`src/srbo_pkg.sv`:
```
// Package for the sample ring buffer with overwrite.
// Holds request and status codes, the controller state type and the
// command/status structs shared by the controller and the datapath.
package srbo_pkg;

  // Request codes carried in the input tuser
  localparam logic [2:0] REQ_WRITE = 3'd0;
  localparam logic [2:0] REQ_READ  = 3'd1;
  localparam logic [2:0] REQ_PEEK  = 3'd2;
  localparam logic [2:0] REQ_SKIP  = 3'd3;
  localparam logic [2:0] REQ_CLEAR = 3'd4;

  // Result status codes
  localparam logic [1:0] ST_OK       = 2'd0;
  localparam logic [1:0] ST_ERROR    = 2'd1;
  localparam logic [1:0] ST_OVERFLOW = 2'd2;

  // Fixed field widths
  localparam int SAMPLE_W = 16;
  localparam int COUNT_W  = 7;
  localparam int SKIP_W   = 10;
  localparam int SIZE_W   = 11;
  localparam int STORED_W = 10;
  localparam int IN_DATA_W  = 40;
  localparam int OUT_DATA_W = 32;

  typedef enum logic [2:0] {
    ST_IDLE,
    ST_CALC,
    ST_EXEC,
    ST_RESULT,
    ST_READ,
    ST_WAIT
  } ctrl_state_t;

  // Commands from the controller to the datapath
  typedef struct packed {
    logic cfg_write;
    logic capture;
    logic calc;
    logic exec;
    logic load_single;
    logic rd_issue;
    logic load_sample;
  } ctrl_cmd_t;

  // Status from the datapath to the controller
  typedef struct packed {
    logic burst;
    logic remain_zero;
    logic out_free;
  } dp_stat_t;

endpackage

```
`src/srbo_ctrl.sv`:
```
// Controller state machine for the sample ring buffer.
// Depends on srbo_pkg; drives the datapath through ctrl_cmd_t commands.
module srbo_ctrl (
  input  logic               clk,
  input  logic               rst,
  input  logic               s_tvalid,
  output logic               s_tready,
  input  logic               cfg_valid,
  output logic               cfg_ready,
  input  srbo_pkg::dp_stat_t stat,
  output srbo_pkg::ctrl_cmd_t cmd
);

  srbo_pkg::ctrl_state_t state, state_next;

  // State register
  always_ff @(posedge clk) begin
    if (rst) begin
      state <= srbo_pkg::ST_IDLE;
    end else begin
      state <= state_next;
    end
  end

  // Next-state logic
  always_comb begin
    state_next = state;
    unique case (state)
      srbo_pkg::ST_IDLE: begin
        if (s_tvalid && !cfg_valid) state_next = srbo_pkg::ST_CALC;
      end
      srbo_pkg::ST_CALC: state_next = srbo_pkg::ST_EXEC;
      srbo_pkg::ST_EXEC: begin
        state_next = stat.burst ? srbo_pkg::ST_READ : srbo_pkg::ST_RESULT;
      end
      srbo_pkg::ST_RESULT: begin
        if (stat.out_free) state_next = srbo_pkg::ST_IDLE;
      end
      srbo_pkg::ST_READ: state_next = srbo_pkg::ST_WAIT;
      srbo_pkg::ST_WAIT: begin
        if (stat.out_free) begin
          state_next = stat.remain_zero ? srbo_pkg::ST_IDLE : srbo_pkg::ST_READ;
        end
      end
      default: state_next = srbo_pkg::ST_IDLE;
    endcase
  end

  // Output logic; a configuration write takes precedence over a request when idle
  always_comb begin
    cmd       = '0;
    s_tready  = 1'b0;
    cfg_ready = 1'b0;
    unique case (state)
      srbo_pkg::ST_IDLE: begin
        cfg_ready     = 1'b1;
        s_tready      = !cfg_valid;
        cmd.cfg_write = cfg_valid;
        cmd.capture   = s_tvalid && !cfg_valid;
      end
      srbo_pkg::ST_CALC:   cmd.calc = 1'b1;
      srbo_pkg::ST_EXEC:   cmd.exec = 1'b1;
      srbo_pkg::ST_RESULT: cmd.load_single = stat.out_free;
      srbo_pkg::ST_READ:   cmd.rd_issue = 1'b1;
      srbo_pkg::ST_WAIT:   cmd.load_sample = stat.out_free;
      default: cmd = '0;
    endcase
  end

endmodule

```
`config.mk`:
```
export PLATFORM = sky130hd
export DESIGN_NAME = srbo_ctrl
export DESIGN_NICKNAME = d
export VERILOG_FILES = /design/src/srbo_pkg.sv /design/src/srbo_ctrl.sv
export SDC_FILE = /design/constraint.sdc
export NUM_CORES = 1
export LEC_CHECK = 0
export BUFFER_PORTS_ARGS = -buffer_cell sky130_fd_sc_hd__buf_2
export CAP_MARGIN = 10
export CORE_AREA = 8 8 45 47
export CTS_CLUSTER_DIAMETER = 60
export CTS_CLUSTER_SIZE = 24
export DETAILED_ROUTE_END_ITERATION = 8
export DIE_AREA = 0 0 53 55
export PLACE_DENSITY = 0.49
export SLEW_MARGIN = 20
export SYNTH_ARGS = -nofsm -noshare
export SYNTH_HDL_FRONTEND = slang
export SYNTH_SLANG_ARGS = --single-unit
```
`constraint.sdc`:
```
create_clock -name clk -period 1 [get_ports clk]
set_input_delay 0.05 -clock clk [delete_from_list [all_inputs] [get_ports clk]]
set_output_delay 0.05 -clock clk [all_outputs]
set_load 0.02 [all_outputs]
```
==> results.yml, run 1 <==
run_status:
  status: "complete, but fails checks"
  violations: "setup timing"
clocking:
  clock_sinks: 3
  cts.clk_slew.worst_paths_ns: 0.04
  root_buffer: "clkbuf_4"
  cts_tree: "done"
  clock_latency_ns: 0.24
  cts_max_path_buffers: 2
  numCtsBuffers: 3
  h-tree-depth: 1
final_layout:
  final_cell_mix: "9 x buf_4, 7 x buf_2, 5 x buf_6"
  stdcell_count: 70
  largest_register: "state"
  n_antenna_cell: 0
  final_common_cell: "buf_4"
  largest_reg_flops: 3
  nNetsFinal: 62
  fin_area_um2: 503.0
  drive_above_1_share_pct: 72.22
  syn_to_final_growth_pct: 91.43
  reg.largest.list: "state (3)"
synth:
  avgSynthCellArea_um2: 8.476
  mappedNetlistNets: 38
  ys_types: 20
  syn_area_um2: 262.8
  synth-edff-count: 0
  synthXorXnorAreaFrac_pct: 0
  synth_ff_type: "dfxtp_1"
  synthMuxAreaShare_pct: 0
  synth_top_family_by_area: "simple AND/OR/NAND/NOR gates"
  synth_seq_cells: 3
  synth_compound_area_share_pct: 16.19
  synth_cells: 31
  synthArstFlopShare_pct: 0
  yosys_warnings: 0
  synth-simple-area-share_pct: 48.10
  synth_fa_ha_area_share_pct: 0
  synth_area_leader_cell: "dfxtp_1"
  ys_seq_area_share_pct: 22.86
  yosysTopAreaCellShare_pct: 22.86
  synth_area_leaders: "dfxtp_1 23%, buf_6 13%, nor3_4 6.2%"
placement:
  postPlaceCellArea_um2: 361.6
  dp_hpwl_um: 637.2
  gp_congestion: 0.7579
  dp.cells: 63
  portBuffers: 15
  pre_cts_ws_ns: -0.08111
worst_setup_path:
  critPathMaxStageDelay_ns: 0.35
  cp-start-kind: "flip-flop"
  cp_max_fo: 5
  path_cells: "buf_6 > nor3_4 > and2_4 > buf_6"
  cpMostUsedCell: "buf_6"
  r2r_slack_ns: -0.16
  slowest_stage: "dfxtp_4"
  timing.rr.start: "state[0]$_SDFFE_PP0P_"
  r2r_cells: 6
  cp-end-kind: "output port"
  critPathKind: "reg -> out"
  reg2reg_to: "state[2]$_SDFFE_PP0P_"
  critPathArrivalTime_ns: 1.11
  cp_data_required_time_ns: 0.95
routing:
  num_vias: 318
  drt-pass1-iter-count: 5
  initialDrtViolationCount: 3
  wl_um: 917
  drc: 0
  via_per_inst: 4.543
  ant_nets: 0
  wl_per_cell_um: 13.10
sta:
  post-route-period-util_pct: 116.3
  fmax_mhz: 859.7
  relSlewSlack_pct: 86.27
  finalCriticalPeriod_ns: 1.163
  worstMarginPinSlew_ns: 0.2044
  fin_ws_ns: -0.1633
  rsz0062_at_grt: "yes"
  hold_violations: 0
  skew_ns: 0.002794
  slew_viol_final: 0
  hold_slack_ns: 0.08559
  setup_violations: 11
hold_path:
  hold_class: "in -> reg"
  hold_start: "stat[2]"
  hold_end: "state[2]$_SDFFE_PP0P_"
  min_path_cells: 3
floorplan:
  die_w_um: 53
  pin_count: 16
  rows: 14
  die_h_um: 55
  die_area_mm2: 0.002915
  start_util_pct: 18.99
  coreArea_mm2: 0.001384
grt:
  antenna_found_initial: 0
  grt_overflow: 0
  grt_pass1_vias: 332
  grt_max_degree: 11
  track_usage_pct: 7.326
  grt_pass1_wl_um: 1469
power_and_ir_drop:
  seqPwrFrac_pct: 23.2
  finalPower_w: 0.0006926
  power_leakage_nw: 0.2091
  power.switching_w: 0.0002411
  p_clk_share_pct: 31.5
  p_int_w: 0.0004515
  combPwrFrac_pct: 45.4
  p_per_area_mw_per_mm2: 1377
  irDropWorstVdd_mv: 0.5184
  switching_share_pct: 34.82
run:
  maxCapViolations: 0
==> logic make-up (layout without fill, tap and decap cells) <==
| family | after synthesis | count (layout) |
|---|---|---|
| AND/OR/NAND/NOR | 19 | 19 |
| flip-flops | 3 | 3 |
| buffers and inverters | 3 | 26 |
| AO/OA/AOI/OAI | 6 | 6 |
==> synth_stat cells (2+ instances only) <==
master / instances
o21ai_0: 2
nor4_1: 2
nor2_1: 4
nand2_1: 3
dfxtp_1: 3
buf_6: 3
==> repair_timing <==
item                                   4_1_cts  5_1_grt
gates resized for setup                     19        8
gates cloned                                 0        0
setup endpoints to repair                   12       11
endpoints found under the hold margin        1        0
hold buffers                                 1        0
setup buffers                                2        0
pin swaps                                    2        3
==> per-stage QoR <==
stage	setup TNS, ns	util, %
final	-1.461	36.35
after CTS	-1.684	33.82
after floorplan	-0.6062	-
after detailed placement	-0.2638	26.13
after global routing	-2.143	36.35
after global placement	-0.2658	26.13
==> metal layers <==
metal	vias to the layer above	share of wire, %	global-route usage, %
li1	153	-	-
met1	142	41	7.763
met2	19	44	9.570
met3	4	11	2.674
met4	0	4.6	10.34
met5	-	0	0
==> worst max-delay path, delay by kind of cell, from the launching register on <==
family,cells,cell delay [ns]
DFF,1,0.35
and+or+nand+nor,2,0.28
buffers and inverters,2,0.24
==> how the worst max path moves through the flow <==
stage	startpoint	end	slack, ns	depth (start not counted)
final	state[0]$_SDFFE_PP0P_	cmd[6]	-0.16	4
after global routing	state[0]$_SDFFE_PP0P_	s_tready	-0.23	3
after CTS	state[0]$_SDFFE_PP0P_	cmd[6]	-0.21	4
after detailed placement	state[2]$_SDFFE_PP0P_	state[0]$_SDFFE_PP0P_	-0.08	3
after global placement	state[2]$_SDFFE_PP0P_	state[0]$_SDFFE_PP0P_	-0.09	3
after floorplan	state[0]$_SDFFE_PP0P_	cmd[5]	-0.20	2
==> cell type report <==
cell class	instances	area, um2
Fill cell	150	880.8
Timing Repair Buffer	22	168.9
Clock buffer	4	26.28
Tap cell	16	20.02
Multi-Input combinational cell	25	216.5
Sequential cell	3	71.32
==> power by group through the flow <==
| stage | combinational [W] | sequential, W | clock [W] |
|---|---|---|---|
| floorplan | 0.000173 | 0.000143 | 0 |
| global placement | 0.000229 | 0.000158 | 0 |
| detailed placement | 0.000229 | 0.000157 | 0 |
| CTS | 0.000296 | 0.000158 | 0.000230 |
| global route | 0.000339 | 0.000165 | 0.000245 |
| finish | 0.000314 | 0.000160 | 0.000218 |
(Power assumes the default switching activity.)
==> run 2: changes to the inputs <==
Settings changed: PLACE_DENSITY 0.49 to default, PLACE_DENSITY_LB_ADDON from default to 0.15.
==> results.yml, run 2 (synthesized netlist as in run 1, its figures left out) <==
final_layout:
  nNetsFinal: 64
  largest_register: "state"
  final_common_cell: "buf_4"
  n_antenna_cell: 0
  fill_cells: 152
  reg.largest.list: "state (3)"
  largest_reg_flops: 3
  stdcell_count: 72
  fin_area_um2: 506.7
  post-route-util_pct: 36.62
  drive_above_1_share_pct: 71.43
  syn_to_final_growth_pct: 92.86
  final_cell_mix: "10 x buf_4, 8 x buf_2, 5 x buf_6"
sta:
  skew_ns: 0.002326
  slew_viol_final: 0
  relSlewSlack_pct: 86.32
  finalCriticalPeriod_ns: 1.147
  worstMarginPinSlew_ns: 0.2037
  rsz0062_at_grt: "yes"
  hold_violations: 0
  post-route-period-util_pct: 114.7
  fmax_mhz: 872.2
  fin_ws_ns: -0.1466
  setup_violations: 12
routing:
  initialDrtViolationCount: 2
  wl_um: 852
  via_per_inst: 4.208
  drc: 0
  drt-pass1-iter-count: 2
  num_vias: 303
  ant_nets: 0
  wl_per_cell_um: 11.83
placement:
  dp_hpwl_um: 622.7
  pre_cts_ws_ns: -0.07532
  postPlaceCellArea_um2: 361.6
  portBuffers: 15
  gp_congestion: 0.6771
  dp.cells: 63
floorplan:
  start_util_pct: 18.99
  die_h_um: 55
  die_w_um: 53
  coreArea_mm2: 0.001384
  die_area_mm2: 0.002915
  rows: 14
  pin_count: 16
power_and_ir_drop:
  finalPower_w: 0.0006729
  irDropWorstVdd_mv: 0.4690
  power_leakage_nw: 0.2173
  p_per_area_mw_per_mm2: 1328
clocking:
  cts_max_path_buffers: 2
  cts_tree: "done"
  h-tree-depth: 1
  cts.clk_slew.worst_paths_ns: 0.04
  clock_sinks: 3
  numCtsBuffers: 3
  root_buffer: "clkbuf_4"
  clock_latency_ns: 0.23
worst_setup_path:
  cp-end-kind: "output port"
  critPathKind: "reg -> out"
  critPathArrivalTime_ns: 1.10
  cp_data_required_time_ns: 0.95
  cp-start-kind: "flip-flop"
  cp_max_fo: 6
grt:
  track_usage_pct: 6.339
  grt_pass1_vias: 313
  antenna_found_initial: 0
  grt_overflow: 0
  grt_max_degree: 11
  grt_pass1_wl_um: 1317
run:
  maxCapViolations: 0
run_status:
  violations: "setup timing"
  status: "complete, but fails checks"
hold_path:
  hold_class: "in -> reg"
-- run 2: changes by cell type in the layout (fill, tap and decap cells not counted) --
cell / previous run / this run
a21boi_1: 0 / 1
a21boi_2: 1 / 0
buf_2: 7 / 8
buf_4: 9 / 10
nor2_4: 2 / 1
nor2_2: 0 / 1
-- run 2: layout make-up --
class / count / area (um2) / share of cell area [%]
clock buffers: 4 / 26.28 / 5.185
multi-input cells: 25 / 207.7 / 40.99
flip-flops and latches: 3 / 71.32 / 14.07
well taps: 16 / 20.02 / 3.951
repair buffers: 24 / 181.4 / 35.80
-- run 2: report_power, final --
part | internal [W] | switching, W
Clock | 0.000150 | 0.0000646
Sequential | 0.000132 | 0.0000234
Combinational | 0.000161 | 0.000142
-- run 2: metrics by stage --
step	hold slack [ns]	setup TNS, ns
6_report	0.07804	-1.112
5_1_grt	0.09790	-1.702
4_1_cts	0.06529	-1.502
3_5_place_dp	0.2516	-0.2628
3_3_place_gp	0.2471	-0.4029
2_1_floorplan	0.1268	-0.6062
-- run 2: layer usage --
metal  GRT usage [%]  up-vias  wire (um)
li1                -      160          -
met1           6.383      134        355
met2           9.570        7        434
met3           2.674        2         56
met4           6.466        0          6
met5               0        -          0
-- run 2: critical path, stage by stage (launching register included) --
cell,delay [ns]
dfxtp_4,0.37
buf_6,0.13
nor3b_2,0.18
buf_4,0.17
-- run 2: repair_timing --
action                                  CTS  global route
cloned                                    0             0
hold buffers                              1             0
endpoints found under the setup margin   12            12
buffers inserted                          2             2
gates resized for setup                  17             8
endpoints found under the hold margin     1             0
pin swaps                                 7             5
-- run 2: path summary, 6_finish.rpt --
path                               from               endpoint  slack (ns)  depth (start not counted)
setup / recovery  state[2]$_SDFFE_PP0P_                 cmd[3]       -0.15                          3
hold / removal                  stat[2]  state[2]$_SDFFE_PP0P_        0.08                          3
setup reg to reg  state[0]$_SDFFE_PP0P_  state[0]$_SDFFE_PP0P_       -0.07                          5
hold reg to reg   state[1]$_SDFFE_PP0P_  state[0]$_SDFFE_PP0P_        0.62                          2
==> run 3: changes to the inputs <==
Settings changed: CORE_AREA 8 8 45 47 to 5 5 42 44, DIE_AREA 0 0 53 55 to 0 0 47 49.
==> results.yml, run 3 (synthesized netlist as in run 1, its figures left out) <==
routing:
  ant_nets: 0
  drt-pass1-iter-count: 4
  initialDrtViolationCount: 5
  drc: 0
  wl_per_cell_um: 10.73
  wl_um: 751
  via_per_inst: 4.200
  num_vias: 294
sta:
  slew_viol_final: 0
  relSlewSlack_pct: 86.69
  hold_violations: 0
  fmax_mhz: 868.5
  finalCriticalPeriod_ns: 1.151
  post-route-period-util_pct: 115.1
  rsz0062_at_grt: "yes"
  hold_slack_ns: 0.06682
  worstMarginPinSlew_ns: 0.1978
  setup_violations: 11
  fin_ws_ns: -0.1515
  skew_ns: 0.001115
clocking:
  clock_latency_ns: 0.23
  clock_sinks: 3
  h-tree-depth: 1
  numCtsBuffers: 3
  root_buffer: "clkbuf_4"
  cts_tree: "done"
  cts.clk_slew.worst_paths_ns: 0.04
  cts_max_path_buffers: 2
worst_setup_path:
  cp-end-kind: "output port"
  critPathKind: "reg -> out"
  cp-start-kind: "flip-flop"
  critPathArrivalTime_ns: 1.10
  cp_data_required_time_ns: 0.95
  cp_max_fo: 8
  r2r_slack_ns: -0.04
grt:
  grt_pass1_wl_um: 1304
  grt_max_degree: 11
  track_usage_pct: 7.893
  grt_pass1_vias: 324
  grt_overflow: 0
  antenna_found_initial: 0
floorplan:
  die_w_um: 47
  start_util_pct: 18.75
  die_h_um: 49
  rows: 14
  die_area_mm2: 0.002303
  coreArea_mm2: 0.001401
  pin_count: 16
run_status:
  violations: "setup timing"
  status: "complete, but fails checks"
power_and_ir_drop:
  power_leakage_nw: 0.2106
  irDropWorstVdd_mv: 0.6132
  p_per_area_mw_per_mm2: 1377
  finalPower_w: 0.0006652
final_layout:
  syn_to_final_growth_pct: 83.81
  reg.largest.list: "state (3)"
  final_common_cell: "buf_2"
  final_cell_mix: "9 x buf_2, 7 x buf_4, 4 x buf_6"
  n_antenna_cell: 0
  fill_cells: 153
  multi_input_area_um2: 195.2
  post-route-util_pct: 34.46
  nNetsFinal: 62
  largest_reg_flops: 3
  seqCellArea_um2: 68.82
  drive_above_1_share_pct: 72.22
  largest_register: "state"
placement:
  gp_congestion: 0.6946
  portBuffers: 15
  dp_hpwl_um: 548.7
run:
  maxCapViolations: 0
hold_path:
  hold_class: "in -> reg"
## run 3: layer usage
metal / share of wire (%) / up-vias / GRT usage (%)
met2: 47 / 11 / 10.41
met3: 4.1 / 2 / 0
met4: 2.3 / 0 / 8.295
met5: 0 / - / 0
li1: - / 153 / -
met1: 47 / 128 / 10.57
## run 3: critical path, cell delays in order (launching register included)
cell,delay (ns)
dfxtp_2,0.33
buf_4,0.17
nor3b_2,0.20
buf_4,0.17
## run 3: per-stage QoR
| step | setup TNS, ns | cells | cell area [um2] | setup slack, ns |
|---|---|---|---|---|
| 4_1_cts | -1.246 | 70 | 462.9 | -0.1601 |
| 2_1_floorplan | -0.6062 | 31 | 270.3 | -0.2047 |
| 3_5_place_dp | -0.2497 | 63 | 374.1 | -0.06465 |
| 3_3_place_gp | -0.2836 | 63 | 374.1 | -0.06772 |
| 5_1_grt | -1.746 | 70 | 483.0 | -0.1986 |
| 6_report | -1.137 | 70 | 483.0 | -0.1515 |
## run 3: layout make-up
type / instances / share of cell area, %
timing repair buffer: 22 / 35.75
tap: 16 / 4.145
sequential: 3 / 14.25
multi-input combinational: 25 / 40.41
clock buffer: 4 / 5.440
## run 3: worst paths after layout
path / startpoint / end / depth (start not counted)
worst max-delay path: state[0]$_SDFFE_PP0P_ / cmd[3] / 3
worst max register to register: state[0]$_SDFFE_PP0P_ / state[0]$_SDFFE_PP0P_ / 5
worst min register to register: state[2]$_SDFFE_PP0P_ / state[1]$_SDFFE_PP0P_ / 1
worst min-delay path: stat[2] / state[2]$_SDFFE_PP0P_ / 3
## run 3: what timing repair did
item,4_1_cts,5_1_grt
endpoints found under the hold margin,1,0
hold buffers,1,0
resized for setup,14,6
pin swaps,1,0
setup buffers,2,0
setup endpoints to repair,12,12
## run 3: power by group
group / switching [W] / internal [W]
clock network: 0.0000668 / 0.000150
registers: 0.0000258 / 0.000132
logic: 0.000134 / 0.000157
